**src/hdl/zfc_pkg.sv**
```systemverilog
// Shared constants, register codes and controller/datapath interface types.
package zfc_pkg;

  localparam int SAMPLE_W     = 32;
  localparam int FRAC_W       = 8;
  localparam int MEAN_W       = 41;
  localparam int MAG_W        = 41;
  localparam int HALF_W       = (MAG_W + 1) / 2;
  localparam int OUT_W        = 40;
  localparam int CNT_W        = 8;
  localparam int THR_W        = 16;
  localparam int SIGMA_W      = 31;
  localparam int MAX_DAYS_DEF = 128;
  localparam int APB_AW       = 4;
  localparam int APB_DW       = 32;

  localparam logic [THR_W-1:0]   THR_RESET   = 16'd819;
  localparam logic [SIGMA_W-1:0] SIGMA_RESET = 31'd1;

  localparam logic [1:0] REG_MEAN  = 2'd0;
  localparam logic [1:0] REG_SIGMA = 2'd1;
  localparam logic [1:0] REG_THR   = 2'd2;
  localparam logic [1:0] REG_CONS  = 2'd3;

  // Partial product selects for the split magnitude square.
  localparam logic [1:0] PP_LL = 2'd0;
  localparam logic [1:0] PP_LH = 2'd1;
  localparam logic [1:0] PP_HL = 2'd2;
  localparam logic [1:0] PP_HH = 2'd3;

  typedef struct packed {
    logic       load;
    logic       mdiv_start;
    logic       mean_latch;
    logic       rd;
    logic       idx_clr;
    logic       idx_inc;
    logic       acc_clr;
    logic       d_load;
    logic       pp_load;
    logic [1:0] pp_sel;
    logic       acc_add;
    logic       vdiv_start;
    logic       sqrt_start;
    logic       rms_latch;
    logic       rms_clr;
    logic       prod_load;
    logic       cnt_clr;
    logic       cnt_eval;
    logic       publish;
  } zfc_cmd_t;

  typedef struct packed {
    logic div_done;
    logic sqrt_done;
    logic idx_last;
    logic multi;
    logic out_full;
  } zfc_status_t;

endpackage

```
**src/hdl/zfc_ctrl.sv**
```systemverilog
// Sequencer for load, mean, variance, root and counting passes.
module zfc_ctrl (
  input  logic                 clk,
  input  logic                 rst,
  input  logic                 in_valid,
  input  logic                 last,
  output logic                 in_ready,
  input  zfc_pkg::zfc_status_t status,
  output zfc_pkg::zfc_cmd_t    cmd
);
  import zfc_pkg::*;

  localparam logic [3:0] S_LOAD   = 4'd0;
  localparam logic [3:0] S_MSTART = 4'd1;
  localparam logic [3:0] S_MWAIT  = 4'd2;
  localparam logic [3:0] S_SQ     = 4'd3;
  localparam logic [3:0] S_VSTART = 4'd4;
  localparam logic [3:0] S_VWAIT  = 4'd5;
  localparam logic [3:0] S_SWAIT  = 4'd6;
  localparam logic [3:0] S_PROD   = 4'd7;
  localparam logic [3:0] S_CNT    = 4'd8;
  localparam logic [3:0] S_DONE   = 4'd9;

  logic [3:0] state;
  logic [3:0] state_next;
  logic [2:0] ph;
  logic [2:0] ph_next;

  assign in_ready = state == S_LOAD;

  always_comb begin
    cmd        = '0;
    state_next = state;
    ph_next    = ph;
    unique case (state)
      S_LOAD: begin
        cmd.load = in_valid;
        if (in_valid && last) state_next = S_MSTART;
      end
      S_MSTART: begin
        cmd.mdiv_start = 1'b1;
        state_next     = S_MWAIT;
      end
      S_MWAIT: begin
        if (status.div_done) begin
          cmd.mean_latch = 1'b1;
          cmd.idx_clr    = 1'b1;
          cmd.acc_clr    = 1'b1;
          ph_next        = 3'd0;
          if (status.multi) begin
            state_next = S_SQ;
          end else begin
            cmd.rms_clr = 1'b1;
            state_next  = S_PROD;
          end
        end
      end
      S_SQ: begin
        ph_next = ph + 1'b1;
        unique case (ph)
          3'd0: cmd.rd = 1'b1;
          3'd1: cmd.d_load = 1'b1;
          3'd2: begin cmd.pp_load = 1'b1; cmd.pp_sel = PP_LL; end
          3'd3: begin cmd.pp_load = 1'b1; cmd.pp_sel = PP_LH; cmd.acc_add = 1'b1; end
          3'd4: begin cmd.pp_load = 1'b1; cmd.pp_sel = PP_HL; cmd.acc_add = 1'b1; end
          3'd5: begin cmd.pp_load = 1'b1; cmd.pp_sel = PP_HH; cmd.acc_add = 1'b1; end
          3'd6: begin
            cmd.acc_add = 1'b1;
            ph_next     = 3'd0;
            if (status.idx_last) state_next = S_VSTART;
            else cmd.idx_inc = 1'b1;
          end
          default: ph_next = 3'd0;
        endcase
      end
      S_VSTART: begin
        cmd.vdiv_start = 1'b1;
        state_next     = S_VWAIT;
      end
      S_VWAIT: begin
        if (status.div_done) begin
          cmd.sqrt_start = 1'b1;
          state_next     = S_SWAIT;
        end
      end
      S_SWAIT: begin
        if (status.sqrt_done) begin
          cmd.rms_latch = 1'b1;
          state_next    = S_PROD;
        end
      end
      S_PROD: begin
        cmd.prod_load = 1'b1;
        cmd.idx_clr   = 1'b1;
        cmd.cnt_clr   = 1'b1;
        ph_next       = 3'd0;
        state_next    = S_CNT;
      end
      S_CNT: begin
        if (ph == 3'd0) begin
          cmd.rd  = 1'b1;
          ph_next = 3'd1;
        end else begin
          cmd.cnt_eval = 1'b1;
          ph_next      = 3'd0;
          if (status.idx_last) state_next = S_DONE;
          else cmd.idx_inc = 1'b1;
        end
      end
      S_DONE: begin
        if (!status.out_full) begin
          cmd.publish = 1'b1;
          state_next  = S_LOAD;
        end
      end
      default: state_next = S_LOAD;
    endcase
  end

  always_ff @(posedge clk) begin
    if (rst) begin
      state <= S_LOAD;
      ph    <= '0;
    end else begin
      state <= state_next;
      ph    <= ph_next;
    end
  end

`ifndef NO_ASSERTIONS
  a_mean_after_div: assert property (@(posedge clk) disable iff (rst)
    cmd.mean_latch |-> status.div_done && $past(state) == S_MWAIT || state == S_MWAIT)
    else $error("mean latched without a finished division");
  a_last_starts: assert property (@(posedge clk) disable iff (rst)
    (in_valid && in_ready && last) |=> state == S_MSTART)
    else $error("last item did not start the statistics");
  a_publish_frees: assert property (@(posedge clk) disable iff (rst)
    cmd.publish |=> in_ready)
    else $error("block did not return to loading after a result");
`endif

endmodule

```
**config.mk**
```make
export PLATFORM = sky130hd
export DESIGN_NAME = zfc_ctrl
export DESIGN_NICKNAME = d
export VERILOG_FILES = /design/src/hdl/zfc_pkg.sv /design/src/hdl/zfc_ctrl.sv
export SDC_FILE = /design/constraint.sdc
export NUM_CORES = 1
export LEC_CHECK = 0
export BUFFER_PORTS_ARGS = -buffer_cell sky130_fd_sc_hd__buf_4
export CORE_MARGIN = 5
export CORE_UTILIZATION = 51
export DETAILED_ROUTE_END_ITERATION = 8
export PLACE_DENSITY = 0.94
export SYNTH_ARGS = -nofsm -noshare
export SYNTH_HDL_FRONTEND = slang
export SYNTH_SLANG_ARGS = --single-unit
```
**constraint.sdc**
```tcl
create_clock -name clk -period 5.2 [get_ports clk]
set_input_delay 0 -clock clk [delete_from_list [all_inputs] [get_ports clk]]
set_output_delay 0 -clock clk [all_outputs]
set_load 0.01 [all_outputs]
```
==> impl_metrics.csv, run 1 <==
group,metric,value,unit
run_status,status,"complete, no violations",
synth,synth_warnings,0,
clocking,clock_sinks,7,
setup_path,cp_max_fo,16,
hold_path,worst_hold_path.endpoint,"state[2]",
hold_path,min_from,"status[1]",
clocking,cts-htree-levels,1,
placed_design,dp_hpwl,1520,um
cells_and_area,antenna_cells,0,
power_and_ir_drop,p_per_area,272,nW/um^2
placed_design,post_dp_cell_area,963,sq um
setup_path,cp-start-kind,"register",
setup_path,criticalPathCategory,"register to register",
cells_and_area,drive_above_1_share,32.5,%
timing,rsz0062_at_grt,"no",
synth,synthesis.area,782,sq um
floorplanning,core_area,1470,sq um
clocking,cts_setup_buffers,0,
setup_path,crit_chain,"nand4bb_1 > a21oi_2 > a2111o_1 > or4b_1 > a21oi_1",
synth,syn_avg_cell_area,7.82,sq um
clocking,cts_buffer_depth,2,
timing,slew_headroom,67.6,%
clocking,cts.repair.resized,0,
floorplanning,die_w,49.2,um
synth,netlist-cell-type-count,41,
setup_path,slowest_stage,"dfxtp_1",
clocking,cts_inserted_buffers,3,
floorplanning,row_count,14,
synth,async_flop_share,0,%
route,ant_nets,0,
setup_path,rr_endpoint,"state[0]",
timing,skew,0.00542,ns
route,drc,0,
synth,synth-simple-area-share,33.0,%
synth,synthAdderAreaFrac,8.00,%
synth,synth_seq_cells,7,
floorplanning,io_pins,30,
timing,tns,0,ns
hold_path,hp-class,"input pin to register",
placed_design,place.gp.congestion,0.836,
route,finalWirelength,1960,um
synth,synth_edf_count,0,
timing,fmax,461,MHz
setup_path,slowest_delay,0.62,ns
global_routing,grt_pass1_wl,3250,um
clocking,root_buffer,"clkbuf_4",
global_routing,antenna_found_initial,0,
timing,period_minus_slack,2.17,ns
synth,synthesis.nets,114,
synth,synth_compound_area_share,26.1,%
setup_path,crit_arrival,2.35,ns
route,vias_per_cell,5.92,
route,drtIter0Drc,32,
cells_and_area,syn_to_final_growth,27.8,%
synth,synth_top_family_by_area,"simple AND/OR/NAND/NOR gates",
power_and_ir_drop,p_leak,0.000476,uW
setup_path,endpoint_kind,"register",
synth,synth_xor_area_share,0,%
power_and_ir_drop,ir_drop,0.000194,V
cells_and_area,final_net_count,141,
floorplanning,die_y,49.2,um
floorplanning,dieArea,2420,sq um
route,wl_per_cell,13.8,um
timing,finalCritPeriodShare,41.7,%
setup_path,cp.required,5.38,ns
global_routing,first_global_vias,764,
timing,setup_violations,0,
synth,ys_seq_area_share,17.9,%
global_routing,globalRouteTotalUtil,16.2,%
global_routing,grt_overflow,0,
timing,hold_viol,0,
floorplanning,start_util,53.1,%
timing,slew_viol_final,0,
global_routing,grt_start_max_net_pins,17,
cells_and_area,stdcell_area,1000,sq um
clocking,clkTransAtPathRegs,0.05,ns
timing,worst_pin_slew,0.486,ns
setup_path,crit-reg2reg-launch,"state[2]",
setup_path,r2r_cells,5,
synth,syn_inst,100,
job,drv_cap,0,
placed_design,io_buffers,29,
clocking,cts_tree,"done",
hold_path,whs_path_depth,4,
synth,ys.flop_type,"dfxtp_1",
clocking,insertion_delay,0.25,ns
setup_path,reg2reg_slack,3.03,ns
synth,muxShareOfSynthArea,2.56,%
route,vias,840,
route,first_pass_iters,4,
## layout make-up
class | count | area (sq um)
flip-flops and latches | 7 | 140
well taps | 16 | 20.0
fillers | 128 | 472
repair buffers | 30 | 228
clock buffers | 4 | 26.3
multi-input cells | 74 | 544
inverters | 11 | 41.3
## synth_stat cells, drive strengths merged (3+ instances only)
cell type | instances | share of area [%]
a21oi | 12 | 8.2
and3 | 4 | 3.2
inv | 11 | 5.3
o21ai | 4 | 2.6
nor2 | 8 | 4.8
ha | 5 | 8.0
nand2 | 4 | 4.0
nor3 | 3 | 1.9
buf | 8 | 7.2
dfxtp | 7 | 18
## sequential cells by signal, indices dropped and copies added, names as in the netlist
register and count:
ph 3, state 4
## kinds of logic (layout without fill, tap and decap cells)
kind of cell | count (synthesis) | in the layout
adder cells (fa/ha/maj) | 5 | 5
flip-flops | 7 | 7
AO/OA/AOI/OAI | 29 | 29
multiplexers | 2 | 2
AND/OR/NAND/NOR | 38 | 38
buffers and inverters | 19 | 45
## where the power goes
part | internal, uW | switching (uW)
Combinational | 66.3 | 71.5
Sequential | 61.4 | 25.2
Clock | 29.2 | 18.3
## how the worst max path moves through the flow
stage | cells after the start | startpoint | endpoint | slack [ns]
2_1_floorplan | 7 | ph[0] | state[0] | 3.23
6_report | 5 | state[2] | state[0] | 3.03
4_1_cts | 5 | state[2] | state[0] | 3.07
5_1_grt | 5 | state[2] | state[0] | 2.88
3_3_place_gp | 5 | state[2] | state[0] | 3.17
3_5_place_dp | 5 | state[2] | state[0] | 3.08
## cell usage in the layout (no fill, tap or decap), types with 2 or more instances in the layout
cell type	n
a21oi_1	11
a22oi_1	2
a31oi_1	2
and3_1	4
and4_1	2
buf_4	29
clkbuf_4	3
dfxtp_1	7
ha_1	5
inv_1	10
mux2i_1	2
nand2_1	3
nor2_1	7
nor2b_1	2
nor3_1	3
nor3b_1	2
nor4_1	2
o21ai_0	4
o31ai_1	2
or2b_1	2
## metrics by stage
stage               util [%]  hold slack, ns  instances  total power (uW)  worst slack [ns]
finish                  67.9           0.180        142               272              3.03
global route            67.9           0.212        142               294              2.88
CTS                     67.9           0.184        142               271              3.07
detailed placement      65.5           0.223        137               222              3.08
global placement        65.5           0.221        137               218              3.17
floorplan                  -          0.0475        100               178              3.23
## critical path, delay by kind of cell (launching register included)
kind,cells,cell delay [ns]
AO/OA/AOI/OAI,3,0.64
flip-flops,1,0.62
AND/OR/NAND/NOR,2,0.84
## routing by layer
metal	track usage, %	vias to the layer above	routed length [um]
li1	-	414	-
met1	19.4	389	827
met2	27.7	35	982
met3	4.59	2	134
met4	4.04	0	15
met5	0	-	0
## timing repair
action	in CTS	in global routing
endpoints found under the hold margin	7	0
hold buffers	1	0
setup endpoints to repair	0	0
Power figures use the tool's default switching activity.
==> inputs of run 2 (changes only) <==
--- a/config.mk
+++ b/config.mk
@@ -5,11 +5,12 @@
 export SDC_FILE = /design/constraint.sdc
 export NUM_CORES = 1
 export LEC_CHECK = 0
+export ABC_AREA = 1
 export BUFFER_PORTS_ARGS = -buffer_cell sky130_fd_sc_hd__buf_4
 export CORE_MARGIN = 5
-export CORE_UTILIZATION = 51
+export CORE_UTILIZATION = 43
 export DETAILED_ROUTE_END_ITERATION = 8
-export PLACE_DENSITY = 0.94
+export PLACE_DENSITY = 0.86
 export SYNTH_ARGS = -nofsm -noshare
 export SYNTH_HDL_FRONTEND = slang
 export SYNTH_SLANG_ARGS = --single-unit
==> constraint.sdc (replaced) <==
create_clock -name clk -period 1.9 [get_ports clk]
set_input_delay 0 -clock clk [delete_from_list [all_inputs] [get_ports clk]]
set_output_delay 0 -clock clk [all_outputs]
set_load 0.01 [all_outputs]
==> run 2 against run 1 <==
First-iteration DRC count shrank 47%. Clock skew shrank 0.0034 ns. Die area grew 12%. Worst hold slack gained 0.045 ns. Sequential power grew to 2.8 times the previous value. Register-to-register slack lost 2.7 ns. Critical endpoint is now cmd[9]. Highest routed layer unchanged.
==> impl_metrics.csv, run 2 <==
group,metric,value,unit
floorplanning,core_area,1710,sq um
setup_path,crit_top_cell,"inv_1",
floorplanning,row_count,15,
cells_and_area,final_common_cell,"buf_4",
global_routing,globalRouteTotalUtil,15.7,%
power_and_ir_drop,p_leak,0.000546,uW
setup_path,critical-path-top-delay-family,"flip-flops",
timing,setup_violations,0,
synth,synthesis.area,759,sq um
cells_and_area,largest_reg_flops,4,
clocking,cts_inserted_buffers,3,
global_routing,grt_overflow,0,
route,drtIter0Drc,17,
clocking,root_buffer,"clkbuf_4",
timing,worst_pin_slew,0.346,ns
synth,synthMostInstantiatedCell,"nor2_1",
floorplanning,dieArea,2710,sq um
timing,hold_viol,0,
floorplanning,io_pins,30,
setup_path,cp.required,1.90,ns
timing,period_minus_slack,1.63,ns
setup_path,crit_arrival,1.63,ns
synth,synth_seq_cells,7,
synth,synthesis.nets,140,
timing,finalCritPeriodShare,85.9,%
setup_path,crit_chain,"inv_1 > ha_1 > a21oi_1 > inv_1 > nor2_1 > nor3_1 > buf_4",
setup_path,endpoint_kind,"primary output",
power_and_ir_drop,p_per_area,1100,nW/um^2
clocking,cts_setup_buffers,0,
synth,yosysTopAreaCell,"dfxtp_1",
synth,async_flop_share,0,%
synth,ys_top_cells_by_count,"nor2_1 (21), inv_1 (19), nand2_1 (18)",
clocking,clkTransAtPathRegs,0.05,ns
clocking,cts.repair.resized,0,
clocking,cts-htree-levels,1,
setup_path,cp_num_buf_inv,3,
timing,slew_headroom,76.9,%
clocking,insertion_delay,0.25,ns
placed_design,dp_hpwl,1610,um
placed_design,post_dp_cell_area,988,sq um
route,first_pass_iters,4,
global_routing,antenna_found_initial,0,
setup_path,slowest_stage,"dfxtp_1",
synth,synth_warnings,0,
route,vias,912,
route,vias_per_cell,5.01,
clocking,hold_buffers,1,
placed_design,place_ws,0.332,ns
synth,syn_avg_cell_area,6.03,sq um
timing,rsz0062_at_grt,"no",
timing,skew,0.00202,ns
job,drv_cap,0,
cells_and_area,regMostFlops,"state",
setup_path,slowest_delay,0.46,ns
route,drc,0,
route,finalWirelength,1940,um
synth,synth_edf_count,0,
floorplanning,die_w,52.0,um
global_routing,grt_pass1_wl,3350,um
clocking,cts_buffer_depth,2,
synth,syn_inst,126,
setup_path,cp-start-kind,"register",
synth,netlist-cell-type-count,25,
placed_design,place.gp.congestion,0.865,
cells_and_area,antenna_cells,0,
global_routing,first_global_vias,879,
clocking,clock_sinks,7,
global_routing,grt_start_max_net_pins,11,
cells_and_area,stdcell_area,1020,sq um
synth,ys_top_cells_by_area,"dfxtp_1 (18%), nor2_1 (10%), inv_1 (9.4%)",
cells_and_area,final_cell_mix,"buf_4 (29), nor2_1 (21), inv_1 (19)",
timing,fin_ws,0.268,ns
hold_path,hp-class,"input pin to register",
power_and_ir_drop,ir_drop,0.000686,V
cells_and_area,syn_to_final_growth,34.9,%
clocking,cts_tree,"done",
cells_and_area,drive_above_1_share,29.9,%
floorplanning,start_util,44.5,%
placed_design,io_buffers,29,
synth,ys_seq_area_share,18.5,%
run_status,status,"complete, no violations",
synth,ys.flop_type,"dfxtp_1",
cells_and_area,reg_top3,"state (4), ph (3)",
timing,slew_viol_final,0,
setup_path,criticalPathCategory,"register to primary output",
setup_path,cp_max_fo,8,
synth,netlist.area_leader.share,18.5,%
route,ant_nets,0,
timing,tns,0,ns
cells_and_area,final_net_count,172,
route,wl_per_cell,10.7,um
floorplanning,die_y,52.0,um
timing,fmax,613,MHz
[run 2: cell types whose count changed in the layout (fill, tap and decap cells not counted), sizes merged, moves of 3 or more]
cell	before	now
nor2	8	26
and3	4	1
inv	11	21
nand3	1	13
nand2	4	23
[run 2: layout make-up]
| cell class | count | area, sq um |
|---|---|---|
| fill | 173 | 683 |
| multi-input combinational | 95 | 520 |
| timing repair buffer | 30 | 228 |
| sequential | 7 | 140 |
| inverter | 21 | 78.8 |
| tap | 25 | 31.3 |
| clock buffer | 4 | 26.3 |
[run 2: layer usage]
layer  global-route usage [%]  vias up  share of wire (%)
li1                         -      473                  -
met1                     18.0      408                 43
met2                     27.6       29                 50
met3                     3.44        2                6.8
met4                     6.99        0               0.31
met5                        0        -                  0
[run 2: final timing paths]
path	cells after the start	startpoint	end	slack [ns]
max	7	ph[2]	cmd[9]	0.27
min	6	status[1]	state[2]	0.22
max reg2reg	10	ph[0]	state[1]	0.32
min reg2reg	2	ph[0]	ph[0]	0.50
[run 2: cell families after synthesis]
group                    Yosys count  synth area share (%)
AO/OA/AOI/OAI                     19                  14.7
adder cells (fa/ha/maj)            5                  8.24
buffers and inverters             24                  13.0
flip-flops                         7                  18.5
AND/OR/NAND/NOR                   71                  45.6
[run 2: metrics by stage]
step	power, uW	util [%]	hold slack, ns	cells
floorplan	783	-	0.0507	126
global placement	977	57.9	0.188	177
detailed placement	995	57.9	0.196	177
CTS	1140	60.0	0.207	182
global route	1250	60.0	0.249	182
finish	1130	60.0	0.225	182
[run 2: where the power goes]
part / switching (uW) / internal (uW) / leakage [uW]
logic: 471 / 289 / 0.000473
clock network: 53.0 / 80.0 / 0.0000150
registers: 52.2 / 187 / 0.0000574
total: 576 / 556 / 0.000546
[run 2: worst min-delay path, delay by kind of cell]
kind                   cells  cell delay [ns]
buffers and inverters      1             0.08
and+or+nand+nor            5             0.35
